## src/rtl/ptteq_pkg.sv

```systemverilog
package ptteq_pkg;

    typedef enum logic [2:0] {
        OP_ADD    = 3'd0,
        OP_REMOVE = 3'd1,
        OP_TICK   = 3'd2,
        OP_START  = 3'd3,
        OP_STOP   = 3'd4
    } op_t;

    localparam logic [1:0] KIND_ACK  = 2'd0;
    localparam logic [1:0] KIND_FIRE = 2'd1;
    localparam logic [1:0] KIND_TICK = 2'd2;

    localparam logic [1:0] ST_OK       = 2'd0;
    localparam logic [1:0] ST_NULL_CB  = 2'd1;
    localparam logic [1:0] ST_FULL     = 2'd2;
    localparam logic [1:0] ST_DISABLED = 2'd3;

    localparam logic [0:0] REG_TICK_RATE    = 1'd0;
    localparam logic [0:0] REG_SLICE_LENGTH = 1'd1;

    localparam int unsigned CFG_DATA_W = 32;
    localparam logic [9:0]  MS_PER_S   = 10'd1000;

    typedef struct packed {
        logic [2:0]  operation;
        logic [31:0] wait_ms;
        logic [15:0] callback_id;
        logic [31:0] event_data;
        logic [63:0] now;
    } in_item_t;

    typedef struct packed {
        logic [1:0]  kind;
        logic [1:0]  status;
        logic [15:0] fired_callback;
        logic [31:0] fired_data;
        logic [8:0]  removed_count;
        logic [63:0] tick_count;
        logic [63:0] seconds;
        logic [9:0]  milliseconds;
        logic [63:0] next_deadline;
        logic [31:0] missed_count;
        logic        last;
    } out_item_t;

endpackage

```

## src/rtl/periodic_tick_timer_event_queue_top.sv

```systemverilog
// Sequencing: start/stop/other answer directly from dispatch; remove and add sweep the N
//   queued entries; tick runs a 64-step restoring divide and a 30-step ms divide, then
//   reads the head and shifts the table for each fired event, waiting on any output stall.
// Throughput: one transaction at a time; the next is taken the cycle after the last
//   result leaves.
// The queue lives in one synchronous memory (registered read); edits are read-modify-write
//   sweeps through a sequencer. Reset (async, active low) clears counters, deadline,
//   running flag and entry count; memory contents are left undefined and never read stale.
module periodic_tick_timer_event_queue_top #(
    parameter int QUEUE_DEPTH = 16
) (
    input  logic                          clk,
    input  logic                          rst_n,
    input  logic                          in_valid,
    output logic                          in_ready,
    input  ptteq_pkg::in_item_t           in_data,
    output logic                          out_valid,
    input  logic                          out_ready,
    output ptteq_pkg::out_item_t          out_data,
    input  logic                          cfg_we,
    input  logic                          cfg_index,
    input  logic [ptteq_pkg::CFG_DATA_W-1:0] cfg_wdata
);
    import ptteq_pkg::*;

    localparam int AW = (QUEUE_DEPTH > 1) ? $clog2(QUEUE_DEPTH) : 1;
    localparam int CW = $clog2(QUEUE_DEPTH + 1);

    typedef struct packed {
        logic [63:0] expiry;
        logic [15:0] owner;
        logic [31:0] payload;
    } entry_t;

    typedef enum logic [13:0] {
        S_IDLE    = 14'b00000000000001,
        S_DISPATCH= 14'b00000000000010,
        S_ASCAN   = 14'b00000000000100, // issue read of entry idx
        S_ACMP    = 14'b00000000001000, // compare read data
        S_ASHIFT  = 14'b00000000010000, // shift entries up from tail
        S_RSCAN   = 14'b00000000100000,
        S_RCMP    = 14'b00000001000000,
        S_DIV     = 14'b00000010000000, // tick_total / rate
        S_MSMUL   = 14'b00000100000000,
        S_MSDIV   = 14'b00001000000000,
        S_FREAD   = 14'b00010000000000, // read head
        S_FCHK    = 14'b00100000000000,
        S_FSHIFT  = 14'b01000000000000,
        S_OUT     = 14'b10000000000000
    } state_t;

    // memory
    entry_t mem [QUEUE_DEPTH];
    logic          mem_we;
    logic [AW-1:0] mem_waddr, mem_raddr;
    entry_t        mem_wdata, mem_rdata_reg;

    always_ff @(posedge clk)
    begin
        if (mem_we)
        begin
            mem[mem_waddr] <= mem_wdata;
        end
        mem_rdata_reg <= mem[mem_raddr];
    end

    state_t        state_reg, state_next;
    in_item_t      item_reg;
    out_item_t     out_reg;
    logic          out_valid_reg;
    logic [19:0]   tick_rate_reg;
    logic [31:0]   slice_reg;
    logic [CW-1:0] count_reg, count_next;
    logic [CW-1:0] idx_reg, idx_next, wr_reg, wr_next;
    logic [63:0]   ticks_reg, ticks_next, secs_reg, secs_next, dl_reg, dl_next;
    logic [9:0]    ms_reg, ms_next;
    logic [31:0]   missed_reg, missed_next;
    logic          run_reg, run_next;
    logic [63:0]   exp_reg, exp_next;
    // shared restoring divider
    logic [63:0]   quo_reg, quo_next;
    logic [19:0]   rem_reg, rem_next;
    logic [6:0]    step_reg, step_next;
    logic [29:0]   prod_reg, prod_next;
    logic [63:0]   cur_ms_reg, cur_ms_next;
    logic          do_out, out_last, out_fire;
    logic [1:0]    o_kind, o_status;
    logic [8:0]    o_removed;
    // remember what to do after a fired event leaves
    logic          resume_reg;

    logic [19:0] rate;
    logic [20:0] rem_shift;
    assign rate = (tick_rate_reg == '0) ? 20'd1 : tick_rate_reg;

    // seconds * 1000 as 1024 - 16 - 8
    logic [63:0] secs_x1000;
    assign secs_x1000 = (secs_reg << 10) - (secs_reg << 4) - (secs_reg << 3);

    always_ff @(posedge clk or negedge rst_n)
    begin
        if (!rst_n)
        begin
            tick_rate_reg <= 20'd100;
            slice_reg     <= 32'd100000;
        end
        else if (cfg_we)
        begin
            if (cfg_index == REG_TICK_RATE)
                tick_rate_reg <= cfg_wdata[19:0];
            else
                slice_reg <= cfg_wdata;
        end
    end

    assign in_ready = (state_reg == S_IDLE);
    assign out_valid = out_valid_reg;
    assign out_data  = out_reg;

    logic [63:0] dl_adv;
    logic [64:0] ms_sum;
    always_comb
    begin
        state_next = state_reg;
        count_next = count_reg;
        idx_next = idx_reg;
        wr_next = wr_reg;
        ticks_next = ticks_reg;
        secs_next = secs_reg;
        ms_next = ms_reg;
        dl_next = dl_reg;
        missed_next = missed_reg;
        run_next = run_reg;
        exp_next = exp_reg;
        quo_next = quo_reg;
        rem_next = rem_reg;
        step_next = step_reg;
        prod_next = prod_reg;
        cur_ms_next = cur_ms_reg;
        mem_we = 1'b0;
        mem_waddr = idx_reg[AW-1:0];
        mem_wdata = mem_rdata_reg;
        mem_raddr = idx_reg[AW-1:0];
        do_out = 1'b0;
        out_last = 1'b1;
        out_fire = 1'b0;
        o_kind = KIND_ACK;
        o_status = ST_OK;
        o_removed = '0;
        rem_shift = '0;
        dl_adv = dl_reg + {32'd0, slice_reg};
        ms_sum = '0;
        unique case (state_reg)
            S_IDLE:
            begin
                if (in_valid)
                    state_next = S_DISPATCH;
            end
            S_DISPATCH:
            begin
                case (item_reg.operation)
                    OP_ADD:
                    begin
                        if (item_reg.callback_id == '0)
                        begin
                            o_status = ST_NULL_CB; do_out = 1'b1;
                        end
                        else if (count_reg >= CW'(QUEUE_DEPTH))
                        begin
                            o_status = ST_FULL; do_out = 1'b1;
                        end
                        else
                        begin
                            exp_next = cur_ms_reg + {32'd0, item_reg.wait_ms};
                            idx_next = '0;
                            state_next = S_ASCAN;
                        end
                    end
                    OP_REMOVE:
                    begin
                        if (item_reg.callback_id == '0)
                        begin
                            o_status = ST_NULL_CB; do_out = 1'b1;
                        end
                        else
                        begin
                            idx_next = '0; wr_next = '0;
                            state_next = S_RSCAN;
                        end
                    end
                    OP_TICK:
                    begin
                        if (!run_reg)
                        begin
                            o_kind = KIND_TICK; o_status = ST_DISABLED; do_out = 1'b1;
                        end
                        else
                        begin
                            ticks_next = ticks_reg + 64'd1;
                            quo_next = ticks_reg + 64'd1;
                            rem_next = '0;
                            step_next = '0;
                            state_next = S_DIV;
                        end
                    end
                    OP_START:
                    begin
                        if (!run_reg)
                        begin
                            dl_next = item_reg.now + {32'd0, slice_reg};
                            run_next = 1'b1;
                        end
                        do_out = 1'b1;
                    end
                    OP_STOP:
                    begin
                        run_next = 1'b0; do_out = 1'b1;
                    end
                    default: do_out = 1'b1;
                endcase
            end
            // insertion: find first entry with expiry > exp
            S_ASCAN:
            begin
                if (idx_reg == count_reg)
                begin
                    idx_next = count_reg;
                    wr_next = idx_reg;
                    state_next = S_ASHIFT;
                end
                else
                    state_next = S_ACMP;
            end
            S_ACMP:
            begin
                if (mem_rdata_reg.expiry > exp_reg)
                begin
                    wr_next = idx_reg;
                    idx_next = count_reg;
                    state_next = S_ASHIFT;
                end
                else
                begin
                    idx_next = idx_reg + 1'b1;
                    state_next = S_ASCAN;
                end
            end
            // idx = slot being filled; read idx-1, wait, write
            S_ASHIFT:
            begin
                if (idx_reg == wr_reg)
                begin
                    mem_we = 1'b1;
                    mem_waddr = wr_reg[AW-1:0];
                    mem_wdata = '{expiry: exp_reg, owner: item_reg.callback_id,
                                  payload: item_reg.event_data};
                    count_next = count_reg + 1'b1;
                    do_out = 1'b1;
                end
                else
                begin
                    mem_raddr = AW'(idx_reg - 1'b1);
                    if (step_reg[0])
                    begin
                        mem_we = 1'b1;
                        idx_next = idx_reg - 1'b1;
                    end
                    step_next = {6'd0, ~step_reg[0]};
                end
            end
            S_RSCAN:
            begin
                if (idx_reg == count_reg)
                begin
                    o_removed = 9'(count_reg - wr_reg);
                    count_next = wr_reg;
                    do_out = 1'b1;
                end
                else
                    state_next = S_RCMP;
            end
            S_RCMP:
            begin
                if (mem_rdata_reg.owner != item_reg.callback_id)
                begin
                    mem_we = 1'b1;
                    mem_waddr = wr_reg[AW-1:0];
                    wr_next = wr_reg + 1'b1;
                end
                idx_next = idx_reg + 1'b1;
                state_next = S_RSCAN;
            end
            // one quotient bit per cycle
            S_DIV:
            begin
                rem_shift = {rem_reg, quo_reg[63]};
                if (rem_shift >= {1'b0, rate})
                begin
                    rem_next = 20'(rem_shift - {1'b0, rate});
                    quo_next = {quo_reg[62:0], 1'b1};
                end
                else
                begin
                    rem_next = rem_shift[19:0];
                    quo_next = {quo_reg[62:0], 1'b0};
                end
                step_next = step_reg + 1'b1;
                if (step_reg == 7'd63)
                    state_next = S_MSMUL;
            end
            S_MSMUL:
            begin
                secs_next = quo_reg;
                prod_next = 30'(rem_reg) * 30'(MS_PER_S);
                rem_next = '0;
                step_next = '0;
                state_next = S_MSDIV;
            end
            // 30-bit product over rate; result < 1000
            S_MSDIV:
            begin
                rem_shift = {rem_reg, prod_reg[29]};
                if (rem_shift >= {1'b0, rate})
                begin
                    rem_next = 20'(rem_shift - {1'b0, rate});
                    prod_next = {prod_reg[28:0], 1'b1};
                end
                else
                begin
                    rem_next = rem_shift[19:0];
                    prod_next = {prod_reg[28:0], 1'b0};
                end
                step_next = step_reg + 1'b1;
                if (step_reg == 7'd29)
                begin
                    ms_next = prod_next[9:0];
                    state_next = S_FREAD;
                end
            end
            S_FREAD:
            begin
                ms_sum = {1'b0, secs_x1000} + {55'd0, ms_reg};
                cur_ms_next = ms_sum[63:0];
                mem_raddr = '0;
                state_next = S_FCHK;
            end
            S_FCHK:
            begin
                if (count_reg != '0 && mem_rdata_reg.expiry <= cur_ms_reg)
                begin
                    o_kind = KIND_FIRE; out_last = 1'b0; out_fire = 1'b1;
                    do_out = 1'b1;
                    idx_next = '0;
                    step_next = '0;
                end
                else
                begin
                    if (item_reg.now > dl_adv)
                    begin
                        if (missed_reg != '1)
                            missed_next = missed_reg + 1'b1;
                        dl_next = item_reg.now + {32'd0, slice_reg};
                    end
                    else
                        dl_next = dl_adv;
                    o_kind = KIND_TICK; do_out = 1'b1;
                end
            end
            // move entry idx+1 to idx
            S_FSHIFT:
            begin
                mem_raddr = AW'(idx_reg + 1'b1);
                if (CW'(idx_reg + 1'b1) >= count_reg)
                begin
                    count_next = count_reg - 1'b1;
                    state_next = S_FREAD;
                end
                else if (step_reg[0])
                begin
                    mem_we = 1'b1;
                    idx_next = idx_reg + 1'b1;
                    step_next = '0;
                end
                else
                    step_next = 7'd1;
            end
            // wait for the result to leave; after a fired event, close the gap in the table, else go idle
            S_OUT:
            begin
                if (!out_valid_reg || out_ready)
                    state_next = resume_reg ? S_FSHIFT : S_IDLE;
            end
            default: state_next = S_IDLE;
        endcase
        if (do_out)
            state_next = S_OUT;
    end

    always_ff @(posedge clk or negedge rst_n)
    begin
        if (!rst_n)
        begin
            state_reg <= S_IDLE;
            out_valid_reg <= 1'b0;
            count_reg <= '0;
            ticks_reg <= '0;
            secs_reg <= '0;
            ms_reg <= '0;
            dl_reg <= '0;
            missed_reg <= '0;
            run_reg <= 1'b0;
            cur_ms_reg <= '0;
            resume_reg <= 1'b0;
            step_reg <= '0;
        end
        else
        begin
            state_reg <= state_next;
            if (state_reg == S_ASHIFT && idx_reg == wr_reg)
                step_reg <= '0;
            else
                step_reg <= step_next;
            count_reg <= count_next;
            ticks_reg <= ticks_next;
            secs_reg <= secs_next;
            ms_reg <= ms_next;
            dl_reg <= dl_next;
            missed_reg <= missed_next;
            run_reg <= run_next;
            // cur_ms kept current for add; refreshed during each tick once the divides finish
            if (state_reg == S_FREAD)
                cur_ms_reg <= cur_ms_next;
            if (do_out)
            begin
                out_valid_reg <= 1'b1;
                resume_reg <= out_fire;
            end
            else if (out_valid_reg && out_ready)
                out_valid_reg <= 1'b0;
        end
    end

    // output register loads only when free (S_OUT waits otherwise)
    always_ff @(posedge clk)
    begin
        if (state_reg == S_IDLE && in_valid)
            item_reg <= in_data;
        idx_reg <= idx_next;
        wr_reg <= wr_next;
        exp_reg <= exp_next;
        quo_reg <= quo_next;
        rem_reg <= rem_next;
        prod_reg <= prod_next;
        if (do_out)
        begin
            out_reg.kind <= o_kind;
            out_reg.status <= o_status;
            out_reg.fired_callback <= out_fire ? mem_rdata_reg.owner : 16'd0;
            out_reg.fired_data <= out_fire ? mem_rdata_reg.payload : 32'd0;
            out_reg.removed_count <= o_removed;
            out_reg.tick_count <= ticks_next;
            out_reg.seconds <= secs_next;
            out_reg.milliseconds <= ms_next;
            out_reg.next_deadline <= dl_next;
            out_reg.missed_count <= missed_next;
            out_reg.last <= out_last;
        end
    end

    // a result is only produced while the output register is empty
    a_no_overwrite: assert property (@(posedge clk) disable iff (!rst_n)
        do_out |-> !out_valid_reg)
        else $error("output overwritten");
    a_count_bound: assert property (@(posedge clk) disable iff (!rst_n)
        count_reg <= CW'(QUEUE_DEPTH))
        else $error("entry count overflow");
    a_ms_range: assert property (@(posedge clk) disable iff (!rst_n)
        ms_reg < MS_PER_S)
        else $error("ms out of range");
    a_busy: assert property (@(posedge clk) disable iff (!rst_n)
        (in_valid && in_ready) |=> !in_ready)
        else $error("accepted while busy");
endmodule

```

## config.mk

```make
export PLATFORM = sky130hd
export DESIGN_NAME = periodic_tick_timer_event_queue_top
export DESIGN_NICKNAME = d
export VERILOG_FILES = /design/src/rtl/ptteq_pkg.sv /design/src/rtl/periodic_tick_timer_event_queue_top.sv
export SDC_FILE = /design/constraint.sdc
export NUM_CORES = 2
export LEC_CHECK = 0
export BUFFER_PORTS_ARGS = -buffer_cell sky130_fd_sc_hd__buf_2
export CORE_ASPECT_RATIO = 0.6
export CORE_MARGIN = 2
export CORE_UTILIZATION = 60
export DETAILED_ROUTE_END_ITERATION = 10
export PLACE_DENSITY = 0.78
export SLEW_MARGIN = 10
export SYNTH_ARGS = -nofsm -noshare
export SYNTH_HDL_FRONTEND = slang
export SYNTH_SLANG_ARGS = --single-unit
```

## constraint.sdc

```tcl
create_clock -name clk -period 21.2 [get_ports clk]
set_input_delay 2.12 -clock clk [delete_from_list [all_inputs] [get_ports clk]]
set_output_delay 2.12 -clock clk [all_outputs]
set_load 0.01 [all_outputs]
```

==> flow_summary.yaml <==
run_status:
  status: "complete, no violations"
critical_path:
  worstPathMaxFanout: 9
  cp_top_family: "simple AND/OR/NAND/NOR gates"
  critPathLaunchType: "flop"
  arrival_ns: 8.98
  slowest_delay_ns: 0.95
  worstPathRequired_ns: 21.87
  critPathKind: "flop to flop"
  path_cells: "ha_1, fa_1, a211oi_1, o211ai_1, o211ai_1, nand3_1, o311a_1, nor2_1, buf_4, nor3_1, nand3_1, xor2_1, ha_1, and4_1, nor4bb_1, nand2_1, nor3_1, nand3_1, o2111a_1, nand4bb_1, nor3_1, and3_1, xor2_1"
  crit_buf_inv: 1
  cp-end-kind: "flop"
  cp_slowest_cell: "nor3_1"
pwr:
  power.density_nw_per_um2: 127
  p_comb_share_pct: 33.1
  p_int_mw: 12.4
  leakage_nw: 56.6
  netSwitchingPower_mw: 6.36
  pwr-share-seq_pct: 40.8
  ir_drop_mv: 0.154
  swShare_pct: 33.9
  clockPowerShare_pct: 26.2
logic_synthesis:
  synth_compound_area_share_pct: 8.14
  yosysWarnings: 0
  yosysUniqueCellTypes: 100
  synth_ff_type: "edfxtp_1"
  ys_ff_latch: 2911
  syn_nets: 10700
  syn_area_sq_um: 134000
  synth_area_leaders: "edfxtp_1 54%, dfrtp_1 6.9%, mux2i_1 6.8%"
  async_reset_ff_share_pct: 13.0
  synth_top_area_cell: "edfxtp_1"
  synth_edf_count: 2420
  netlist.area_leader.share_pct: 54.3
  synth_xor_xnor_area_share_pct: 3.22
  syn-mean-instance-area_sq_um: 13.5
  muxShareOfSynthArea_pct: 9.11
  yosys.area_share.simple_pct: 7.61
  yosys.area_share.adder_pct: 6.26
  synth_top_family_by_area: "multiplexers"
  syn_inst: 9896
  synth-seq-area-share_pct: 63.0
clock_network:
  clk_path_buf_depth: 4
  cts-hold-fix-buffers: 0
  root_buffer: "clkbuf_16"
  clock_latency_ns: 0.87
  post_cts_buffers: 0
  path_clk_slew_ns: 0.07
  cts-resized-gates: 0
  clock-sinks: 2911
  cts_tree: "built"
  cts_buffers: 274
  cts_htree_levels: 5
sta:
  period_share_pct: 39.2
  rsz0062_at_grt: "false"
  tightest_slew_ns: 1.29
  fin_tns_setup_ns: 0
  final_hold_viol_count: 0
  finalCriticalPeriod_ns: 8.31
  drv_slew: 0
  finalSetupViolations: 0
  max_freq_mhz: 120
  slew_headroom_pct: 13.9
  fin_worst_skew_ns: 0.0600
layout:
  final_area_sq_um: 148000
  drive_gt1_share_pct: 12.9
  fin_util_pct: 66.6
  layout_commonest_cell: "edfxtp_1"
  final_cell_mix: "2420 x edfxtp_1, 913 x mux2i_1, 786 x nand2_1"
  area.growth.synth_to_final_pct: 10.5
  num-fill-cells: 15500
  largest_reg_flops: 1792
  multiInputGateArea_sq_um: 46300
  regArea_sq_um: 84400
  nets: 11100
die:
  die_height_microns: 370
  initial_utilization_pct: 60.3
  die_w_microns: 614
  ioPinCount: 483
  die-area_sq_um: 227000
  core-area_sq_um: 222000
  rows: 134
grt:
  grt.total_usage_pct: 30.7
  grt_pass1_vias: 82400
  antenna_found_initial: 15
  grt_pass1_wl_mm: 523
  grt-ovfl-total: 0
  grt_start_max_net_pins: 174
placement:
  portBuffers: 482
  place.gp.congestion: 0.986
  postPlaceCellArea_sq_um: 139000
  dp.final_hpwl_mm: 222
route:
  wl_per_cell_microns: 26.2
  dr.first_iter.drc_count: 10600
  drc: 0
  wl_mm: 355
  first_pass_iters: 6
  num_vias: 85900
  antenna_left: 0
  vias_per_cell: 6.35
job:
  max_cap_viol_count: 0
min_path:
  hold_class: "flop to flop"
[layout make-up]
class                   instances  share of cell area, %
flip-flops and latches       2911                   57.0
multi-input cells            6194                   31.3
clock buffers                 370                   5.10
well taps                    2992                   2.53
repair buffers                600                   2.35
inverters                     342                  0.872
clock inverters               122                  0.828
diodes                          6                 0.0101
[per-stage QoR]
stage	total power [mW]	hold WS [ns]	setup slack [ns]	std cells
2_1_floorplan	12.2	0.445	12.60	9896
6_report	18.8	0.494	12.89	13500
3_3_place_gp	13.6	0.466	13.45	13000
3_5_place_dp	13.8	0.477	13.39	13000
4_1_cts	18.7	0.488	13.35	13500
5_1_grt	19.7	0.510	12.41	13500
[tightest hold or removal path: cells and delay by family, from the launching register on]
kind | cells | cell delay (ns)
AO/OA/AOI/OAI | 1 | 0.07
AND/OR/NAND/NOR | 1 | 0.05
flip-flops | 1 | 0.34
[power by group through the flow]
stage | Sequential (mW) | Clock [mW] | Combinational (mW)
global route | 7.68 | 5.17 | 6.80
floorplan | 7.64 | 0 | 4.56
finish | 7.66 | 4.91 | 6.21
global placement | 7.75 | 0 | 5.84
detailed placement | 7.76 | 0 | 6.06
CTS | 7.64 | 4.96 | 6.11
[synthesized netlist by cell type (139+ instances only)]
master	number
a21oi_1	360
nand2_1	787
inv_1	340
mux2_2	272
edfxtp_1	2420
nor2_1	441
xnor2_1	319
a21o_1	156
o21ai_0	586
mux2i_1	913
dfrtp_1	369
xor2_1	174
ha_1	453
nand3_1	370
a22oi_1	139
clkbuf_1	280
[worst paths after layout]
check	startpoint	endpoint	slack (ns)	cells past startpoint
max	slice_reg[0]$_DFFE_PN0P_	out_data[27]$_DFFE_PP_	12.89	23
min	cur_ms_reg[52]$_DFFE_PN0P_	cur_ms_reg[52]$_DFFE_PN0P_	0.49	2
max reg2reg	slice_reg[0]$_DFFE_PN0P_	out_data[27]$_DFFE_PP_	12.89	23
min reg2reg	cur_ms_reg[52]$_DFFE_PN0P_	cur_ms_reg[52]$_DFFE_PN0P_	0.49	2
max in group asynchronous	rst_n	slice_reg[2]$_DFFE_PN0P_	17.38	4
min in group asynchronous	rst_n	ticks_reg[57]$_DFF_PN0_	1.27	1
[layer usage]
| layer | vias to the layer above | part of all wire, % | track usage (%) |
|---|---|---|---|
| met1 | 42900 | 42 | 46.2 |
| met2 | 4438 | 44 | 44.8 |
| li1 | 37900 | - | - |
| met4 | 2 | 3.4 | 9.52 |
| met5 | - | 0.0034 | 0 |
| met3 | 693 | 11 | 6.65 |
[cells by family (layout without fill, tap and decap cells)]
kind of cell               Yosys count  in the layout
AOI/OAI and AO/OA                 1756           1756
buffers and inverters              791           1434
muxes                             1185           1185
other                                0              6
DFF                               2911           2911
xor gates and xnor gates           493            493
adders and majority gates          589            589
and+or+nand+nor                   2171           2171
Power figures use the tool's default switching activity.
